### src/aoc_pkg.sv
// shared types, constants and helpers of the alpha over compositor
// no dependencies; imported by aoc_mix and alpha_over_compositor
package aoc_pkg;

  localparam int MAX_WIDTH  = 512;
  localparam int MAX_HEIGHT = 512;
  localparam int STORE_DEPTH = MAX_WIDTH * MAX_HEIGHT;
  localparam int ADDR_W = $clog2(STORE_DEPTH);
  localparam int PIX_W  = 32;
  localparam int CFG_W  = 10;
  localparam int CFG_IDX_W = 2;
  localparam int POS_W  = 9;
  // signed target coordinate: position, plus the offset for blend items
  localparam int TGT_W  = POS_W + 3;
  // signed compare width, holds the clamped size too
  localparam int CMP_W  = (TGT_W > $clog2(MAX_WIDTH + 1) + 1) ?
                          ((TGT_W > $clog2(MAX_HEIGHT + 1) + 1) ? TGT_W + 1 :
                           $clog2(MAX_HEIGHT + 1) + 2) :
                          ((TGT_W > $clog2(MAX_HEIGHT + 1) + 1) ?
                           $clog2(MAX_WIDTH + 1) + 2 :
                           (($clog2(MAX_WIDTH + 1) > $clog2(MAX_HEIGHT + 1)) ?
                            $clog2(MAX_WIDTH + 1) + 2 : $clog2(MAX_HEIGHT + 1) + 2));

  typedef enum logic [CFG_IDX_W-1:0] {
    CFG_BACK_WIDTH  = 2'd0,
    CFG_BACK_HEIGHT = 2'd1,
    CFG_OFFSET_X    = 2'd2,
    CFG_OFFSET_Y    = 2'd3
  } cfg_idx_e;

  typedef enum logic [1:0] {
    CMD_WRITE = 2'd0,
    CMD_BLEND = 2'd1,
    CMD_READ  = 2'd2
  } cmd_e;

  typedef enum logic [1:0] {
    ST_IDLE,
    ST_READ,
    ST_MIX,
    ST_DONE
  } state_e;

  typedef struct packed {
    logic [1:0]       command;
    logic [POS_W-1:0] pos_x;
    logic [POS_W-1:0] pos_y;
    logic [7:0]       red;
    logic [7:0]       green;
    logic [7:0]       blue;
    logic [7:0]       alpha;
  } in_item_t;

  typedef struct packed {
    logic       status;
    logic [7:0] out_red;
    logic [7:0] out_green;
    logic [7:0] out_blue;
    logic [7:0] out_alpha;
  } out_item_t;

  typedef struct packed {
    logic [7:0] r;
    logic [7:0] g;
    logic [7:0] b;
    logic [7:0] a;
  } pixel_t;

  // exact x / 255 for x up to 255 * 255
  function automatic logic [7:0] div255(input logic [15:0] x);
    logic [16:0] t;
    t = {1'b0, x} + {9'd0, x[15:8]} + 17'd1;
    return t[15:8];
  endfunction

endpackage

### src/aoc_mix.sv
// blend datapath: registered products, then the divide by 255
// depends on aoc_pkg
module aoc_mix import aoc_pkg::*; (
  input  logic   clk_i,
  input  logic   load_i,
  input  pixel_t back_i,
  input  pixel_t fore_i,
  output pixel_t mix_o
);

  logic [15:0] sum_r_q, sum_g_q, sum_b_q, sum_a_q;
  logic [15:0] sum_r_d, sum_g_d, sum_b_d, sum_a_d;
  logic [7:0]  back_a_q;
  logic [7:0]  inv_af, inv_ab;

  always_comb begin
    inv_af  = 8'd255 - fore_i.a;
    inv_ab  = 8'd255 - back_i.a;
    sum_r_d = ({8'd0, inv_af} * {8'd0, back_i.r}) + ({8'd0, fore_i.a} * {8'd0, fore_i.r});
    sum_g_d = ({8'd0, inv_af} * {8'd0, back_i.g}) + ({8'd0, fore_i.a} * {8'd0, fore_i.g});
    sum_b_d = ({8'd0, inv_af} * {8'd0, back_i.b}) + ({8'd0, fore_i.a} * {8'd0, fore_i.b});
    sum_a_d = {8'd0, inv_ab} * {8'd0, fore_i.a};
  end

  always_ff @(posedge clk_i) begin
    if (load_i) begin
      sum_r_q  <= sum_r_d;
      sum_g_q  <= sum_g_d;
      sum_b_q  <= sum_b_d;
      sum_a_q  <= sum_a_d;
      back_a_q <= back_i.a;
    end
  end

  always_comb begin
    mix_o.r = div255(sum_r_q);
    mix_o.g = div255(sum_g_q);
    mix_o.b = div255(sum_b_q);
    // cannot exceed 255
    mix_o.a = back_a_q + div255(sum_a_q);
  end

endmodule

### config.mk
export PLATFORM = sky130hd
export DESIGN_NAME = aoc_mix
export DESIGN_NICKNAME = d
export VERILOG_FILES = /design/src/aoc_pkg.sv /design/src/aoc_mix.sv
export SDC_FILE = /design/constraint.sdc
export NUM_CORES = 1
export LEC_CHECK = 0
export ABC_CLOCK_PERIOD_IN_PS = 14800
export BUFFER_PORTS_ARGS = -buffer_cell sky130_fd_sc_hd__buf_2
export CAP_MARGIN = 25
export CORE_ASPECT_RATIO = 0.8
export CORE_MARGIN = 2
export CORE_UTILIZATION = 61
export CTS_BUF_LIST = sky130_fd_sc_hd__clkbuf_8
export DETAILED_ROUTE_END_ITERATION = 16
export PLACE_DENSITY = 0.77
export SYNTH_ARGS = -nofsm -noshare
export SYNTH_HDL_FRONTEND = slang
export SYNTH_SLANG_ARGS = --single-unit
export TNS_END_PERCENT = 1
### constraint.sdc
create_clock -name clk_i -period 14.8 [get_ports clk_i]
set_input_delay 2.22 -clock clk_i [delete_from_list [all_inputs] [get_ports clk_i]]
set_output_delay 2.22 -clock clk_i [all_outputs]
set_load 0.02 [all_outputs]
-- Word-level counts from Yosys, hierarchy flattened
Index checks and enable logic that the tools add are counted.
- register bits after elaboration: 72
- input bits: 66
- logic and storage cells: 26
- output and inout bits: 32
- add/subtract/negate cells: 14
- multiply operators: 7
- operator list (cell ; count):
    8-bit by 8-bit multiplier with 16-bit output ; 7
    16-bit by 1-bit adder with 16-bit output, second input constant ; 4
    16-bit by 8-bit adder with 16-bit output ; 4
    16-bit adder ; 3
    8-bit subtractor, first input constant ; 2
    8-bit adder ; 1

-- Depth between registers and ports, before layout
- depth in word-level cells: 3
- gate-level depth with buffers: 23
- mapped depth without buffers: 20

-- Worst setup path before layout
Ideal clock, no wire load.
- path kind: input -> register
- start point: input port fore_i[3] in the netlist's numbering
- end point: register sum_g_q[15] (data pin)
- data required time: 14.541 ns
- arrival time: 7.232 ns
- stages on the path: 20
- setup slack: 7.309 ns
- library setup time: 0.259 ns
- buffers on the path: 2
- cell sequence: clkbuf_1 > clkbuf_1 > nor2b_1 > fa_1 > inv_1 > fa_1 > inv_1 > fa_1 > fa_1 > fa_1 > inv_1 > fa_1 > inv_1 > ha_1 > nor3_1 > nor4b_1 > a211oi_1 > o21ai_0 > a21oi_1 > xnor2_1
- word-level cells in the longest chain between the ends: 3
- elaborated cells between the ends (all ways): 4
- classes of those cells: add/sub: 2; mul: 2
- RTL lines (what ; RTL line ; text):
    from (decl) ; aoc_mix.sv:7 ; input pixel_t fore_i,
    8-bit subtractor ; aoc_mix.sv:17 ; inv_af = 8'd255 - fore_i.a;
    8-bit by 8-bit multiplier with 16-bit output ; aoc_mix.sv:20 ; sum_g_d = ({8'd0, inv_af} * {8'd0, back_i.g}) + ({8'd0, fore_i.a} * {8'd0, fore_i.g});
    16-bit adder (*) ; aoc_mix.sv:20 ;
    via sum_g_d[15] ; aoc_mix.sv:12 ; logic [15:0] sum_r_d, sum_g_d, sum_b_d, sum_a_d;
    to (signal assigned) ; aoc_mix.sv:28 ; sum_g_q <= sum_g_d;
    to (decl) ; aoc_mix.sv:11 ; logic [15:0] sum_r_q, sum_g_q, sum_b_q, sum_a_q;
Mark *: on every way through the listed nets, which the timed path passes. The rest lies on a longest branch.
A chain may end at the register's enable or synchronous reset.

-- Final worst setup path
- start point: input port fore_i[3] in the netlist's numbering
- end point: register sum_r_q[15] (data pin)
- word-level cells in the longest chain between the ends: 3
- elaborated cells between the ends (all ways): 4
- classes of those cells: add/sub: 2; mul: 2
- RTL lines (what ; RTL line ; text):
    8-bit subtractor ; aoc_mix.sv:17 ;
    8-bit by 8-bit multiplier with 16-bit output ; aoc_mix.sv:19 ; sum_r_d = ({8'd0, inv_af} * {8'd0, back_i.r}) + ({8'd0, fore_i.a} * {8'd0, fore_i.r});
    16-bit adder (*) ; aoc_mix.sv:19 ;
    via sum_r_d[15] ; aoc_mix.sv:12 ;
    to (signal assigned) ; aoc_mix.sv:27 ; sum_r_q <= sum_r_d;
    to (decl) ; aoc_mix.sv:11 ;
Marked as above.

==> impl_table.tex <==
\begin{tabular}{lr}
\hline
Metric & Value \\
\hline
\multicolumn{2}{l}{\textbf{Timing}} \\
\quad Worst slew pin tran & 0.971 ns \\
\quad FMAX & 0.131 GHz \\
\quad Final sum of negative setup slack & 0 ns \\
\quad Worst Setup Slack, final & 7.18 ns \\
\quad Share of the clock period used by the worst path after layout & $\sim$51\% \\
\quad Unrepaired setup endpoints after global routing & false \\
\quad Final Setup Violations & 0 \\
\quad Tightest slew margin relative to the limit & 35.3\% \\
\quad Number of slew-limit violations in the final report & 0 \\
\quad Worst hold slack & around 2.2 ns \\
\quad Minimum clock period & roughly 7.6 ns \\
\quad Final number of hold-violating endpoints & 0 \\
\multicolumn{2}{l}{\textbf{Floorplan}} \\
\quad \# IOs & 98 \\
\quad Width of the chip & 201 µm \\
\quad Standard-cell rows & 57 \\
\quad Starting density of the core & 62.2\% \\
\quad Vertical die dimension & 162 µm \\
\quad Die outline area & approximately 32000 µm² \\
\quad Core region area & 30500 µm² \\
\multicolumn{2}{l}{\textbf{Synthesis}} \\
\quad Mapped Avg Cell Area & 9.53 µm² \\
\quad Most area-hungry cell type in the Yosys netlist & sky130\_fd\_sc\_hd\_\_fa\_1 \\
\quad Most area-consuming cells after synthesis & sky130\_fd\_sc\_hd\_\_fa\_1 (34\%), sky130\_fd\_sc\_hd\_\_ha\_1 (17\%), sky130\_fd\_sc\_hd\_\_edfxtp\_1 (11\%), sky130\_fd\_sc\_hd\_\_inv\_1 (9.3\%), sky130\_fd\_sc\_hd\_\_nor2b\_1 (5.1\%) \\
\quad Top cell type's share of synthesized area & 34.3\% \\
\quad Number of enable-type register cells in the synthesized netlist & 72 \\
\quad Share of synthesized registers carrying an async set or reset & 0\% \\
\quad Most frequently used flop master after synthesis & sky130\_fd\_sc\_hd\_\_edfxtp\_1 \\
\quad Cell Area, Synth & roughly 19000 µm² \\
\quad YS warnings & 0 \\
\quad Register bit count reported by yosys & 72 \\
\quad Synth Instances & 1988 \\
\quad Sequential area share after synthesis & $\sim$11\% \\
\quad Count of cell types in the netlist & 54 \\
\multicolumn{2}{l}{\textbf{Placement}} \\
\quad DP HPWL & 30000 µm \\
\quad Weighted congestion reported at the end of routability-driven placement & between 0.8 and 0.9 \\
\quad Post-place setup slack & 6.64 ns \\
\quad Number of buffer cells added on primary ports & slightly below 100 \\
\quad Total instance count after detailed placement & 2455 \\
\multicolumn{2}{l}{\textbf{Worst setup path}} \\
\quad Signal arrival time at the worst endpoint & 7.76 ns \\
\quad Required time of the worst setup path & 14.94 ns \\
\quad Kind of critical path & input port to register \\
\quad Endpoint class of the critical path & register \\
\quad Startpoint type of the worst setup path & input port \\
\quad Critical path fanouts, max & 32 \\
\multicolumn{2}{l}{\textbf{Global routing}} \\
\quad Gr usage total & 25.5\% \\
\quad Vias in the first global route & 14400 \\
\quad Global-route wire length before repair & 67200 µm \\
\quad Total congestion overflow & 0 \\
\quad Number of antenna violations at the first check in global routing & 1 \\
\quad Maximum number of pins on one net before global-route repair & 73 \\
\multicolumn{2}{l}{\textbf{Run status}} \\
\quad Status & completed \\
\multicolumn{2}{l}{\textbf{Final layout}} \\
\quad Non-filler instance count after layout & 2475 \\
\quad Area added between synthesis and finish & 6.21\% \\
\quad Post-layout net count & around 2700 \\
\quad Most common library cell in the layout ignoring fill and taps & sky130\_fd\_sc\_hd\_\_inv\_1 \\
\quad FILL cells & between 2000 and 2500 \\
\quad Commonest cells after routing, fill and taps aside & sky130\_fd\_sc\_hd\_\_inv\_1 (469), sky130\_fd\_sc\_hd\_\_fa\_1 (325), sky130\_fd\_sc\_hd\_\_ha\_1 (257) \\
\quad Fraction of layout cells with a size suffix above 1 & $\sim$6.6\% \\
\multicolumn{2}{l}{\textbf{CTS}} \\
\quad Level count of the clock H-tree & 3 \\
\quad Number of buffers inserted during clock tree synthesis & 9 \\
\quad CTS Hold Bufs & 0 \\
\quad Maximum clock path buffer count & 2 \\
\quad Root Driver & sky130\_fd\_sc\_hd\_\_clkbuf\_8 \\
\quad Number of sinks on the clock net & 72 \\
\quad CTS tree & done \\
\quad Clock input transition at the sequential cells of the worst setup and hold paths & 0.08 ns \\
\quad \# Post-CTS Setup Buffers & 0 \\
\quad Number of gates resized after CTS & 0 \\
\multicolumn{2}{l}{\textbf{Routing}} \\
\quad Vias/cell & 5.35 \\
\quad DRT Pass-1 Iters & 5 \\
\quad Via count & between 10000 and 15000 \\
\quad DRC violations left & 0 \\
\quad Total Wirelength & 38100 µm \\
\quad DRC violation total after the first TritonRoute iteration & about 630 \\
\quad Number of nets with antenna violations after detailed routing & 0 \\
\quad Routed wire per std cell & about 15 µm \\
\multicolumn{2}{l}{\textbf{Min path}} \\
\quad Worst hold stages & 1 \\
\quad Hold WC Path Type & input port to register \\
\quad Endpoint of the worst hold-timing path & back\_a\_q[0]\$\_DFFE\_PP\_ \\
\quad Hold wc startpoint & back\_i[0] \\
\multicolumn{2}{l}{\textbf{Power and ir drop}} \\
\quad Power per standard cell area & 233 nW/µm² \\
\quad Leakage power of the design & 10.1 nW \\
\quad Largest voltage drop on the vdd net & 0.228 mV \\
\multicolumn{2}{l}{\textbf{Job}} \\
\quad Max-cap violations & 0 \\
\hline
\end{tabular}
==> critical path, cell delays in order <==
cell	delay (ns)
sky130_fd_sc_hd__buf_2	0.46
sky130_fd_sc_hd__buf_16	0.25
sky130_fd_sc_hd__nand2b_1	0.15
sky130_fd_sc_hd__fa_1	0.44
sky130_fd_sc_hd__fa_1	0.51
sky130_fd_sc_hd__fa_1	0.51
sky130_fd_sc_hd__inv_1	0.06
sky130_fd_sc_hd__fa_1	0.57
sky130_fd_sc_hd__fa_1	0.43
sky130_fd_sc_hd__fa_1	0.45
sky130_fd_sc_hd__ha_1	0.34
sky130_fd_sc_hd__o21ai_0	0.26
sky130_fd_sc_hd__a211oi_1	0.13
sky130_fd_sc_hd__a211oi_1	0.49
sky130_fd_sc_hd__o21ai_0	0.17
sky130_fd_sc_hd__a21oi_1	0.20
sky130_fd_sc_hd__xnor2_1	0.10
==> cell families after synthesis <==
family,after synthesis,share of synthesized area [%]
adder cells (fa/ha/maj),582,51.3
AND/OR/NAND/NOR,559,16.9
buffers and inverters,519,10.3
AO/OA/AOI/OAI,158,5.51
XOR/XNOR,91,4.21
flip-flops,72,11.4
multiplexers,6,0.350
other,1,0.0198
==> flip-flops by register name, indices dropped and copies added, names as in the netlist <==
register  cells
back_a_q      8
sum_a_q      16
sum_b_q      16
sum_g_q      16
sum_r_q      16
==> synth_stat cells, drive strengths merged (2+ instances only) <==
| master | number |
|---|---|
| clkbuf | 50 |
| or2 | 2 |
| o21bai | 11 |
| and3 | 5 |
| inv | 469 |
| xor2 | 17 |
| nor3 | 11 |
| fa | 325 |
| a31oi | 5 |
| nor2b | 153 |
| nand2b | 114 |
| o21ai | 30 |
| a211o | 3 |
| edfxtp | 72 |
| nand3b | 2 |
| mux2 | 5 |
| a21boi | 4 |
| o22ai | 2 |
| a21oi | 45 |
| nor2 | 27 |
| and2 | 134 |
| o211ai | 3 |
| nand4 | 4 |
| nand3 | 22 |
| ha | 257 |
| xnor2 | 74 |
| o31ai | 7 |
| nor4 | 2 |
| o21a | 17 |
| a21o | 14 |
| nand2 | 79 |
| a211oi | 9 |
==> routing by layer <==
layer | up-vias | share of wire [%] | global-route usage, % | wire, µm
li1 | 6197 | - | - | -
met1 | 6729 | 43 | 33.4 | 16300
met2 | 284 | 51 | 45.4 | 19500
met3 | 41 | 4.7 | 3.01 | 1800
met4 | 0 | 1.4 | 6.36 | 530
met5 | - | 0 | 0 | 0
==> power by group <==
| group | leakage, nW | total (mW) | switching [mW] | internal, mW |
|---|---|---|---|---|
| Combinational | 9.24 | 3.92 | 2.21 | 1.71 |
| Sequential | 0.704 | 0.575 | 0.0742 | 0.501 |
| Clock | 0.121 | 0.198 | 0.0863 | 0.112 |
| Total | 10.1 | 4.69 | 2.37 | 2.32 |
==> cell type report <==
class                      count  area, µm²  share of cell area, %
multi-input combinational   1399      14800                   73.8
sequential                    72       2160                   10.7
inverter                     469       1760                   8.75
timing repair buffer         105        593                   2.95
tap                          413        517                   2.57
clock buffer                   9        124                  0.616
clock inverter                 7        120                  0.597
antenna                        1       2.50                 0.0124
==> per-stage QoR <==
stage	util, %	instance area [µm²]	total power [mW]
after floorplan	-	19000	3.67
after global placement	65.0	19800	4.36
after detailed placement	65.0	19800	4.50
after CTS	65.8	20100	4.72
after global routing	66.1	20100	5.27
final	66.1	20100	4.69
==> worst max-delay path by stage <==
stage               startpoint  cells after the start                    end
floorplan            fore_i[3]                     20  sum_g_q[15]$_DFFE_PP_
global placement     fore_i[3]                     19  sum_g_q[15]$_DFFE_PP_
detailed placement   fore_i[4]                     16  sum_r_q[15]$_DFFE_PP_
CTS                  fore_i[4]                     16  sum_r_q[15]$_DFFE_PP_
global route         fore_i[6]                     19  sum_g_q[15]$_DFFE_PP_
finish               fore_i[3]                     17  sum_r_q[15]$_DFFE_PP_
(Power assumes the default switching activity.)
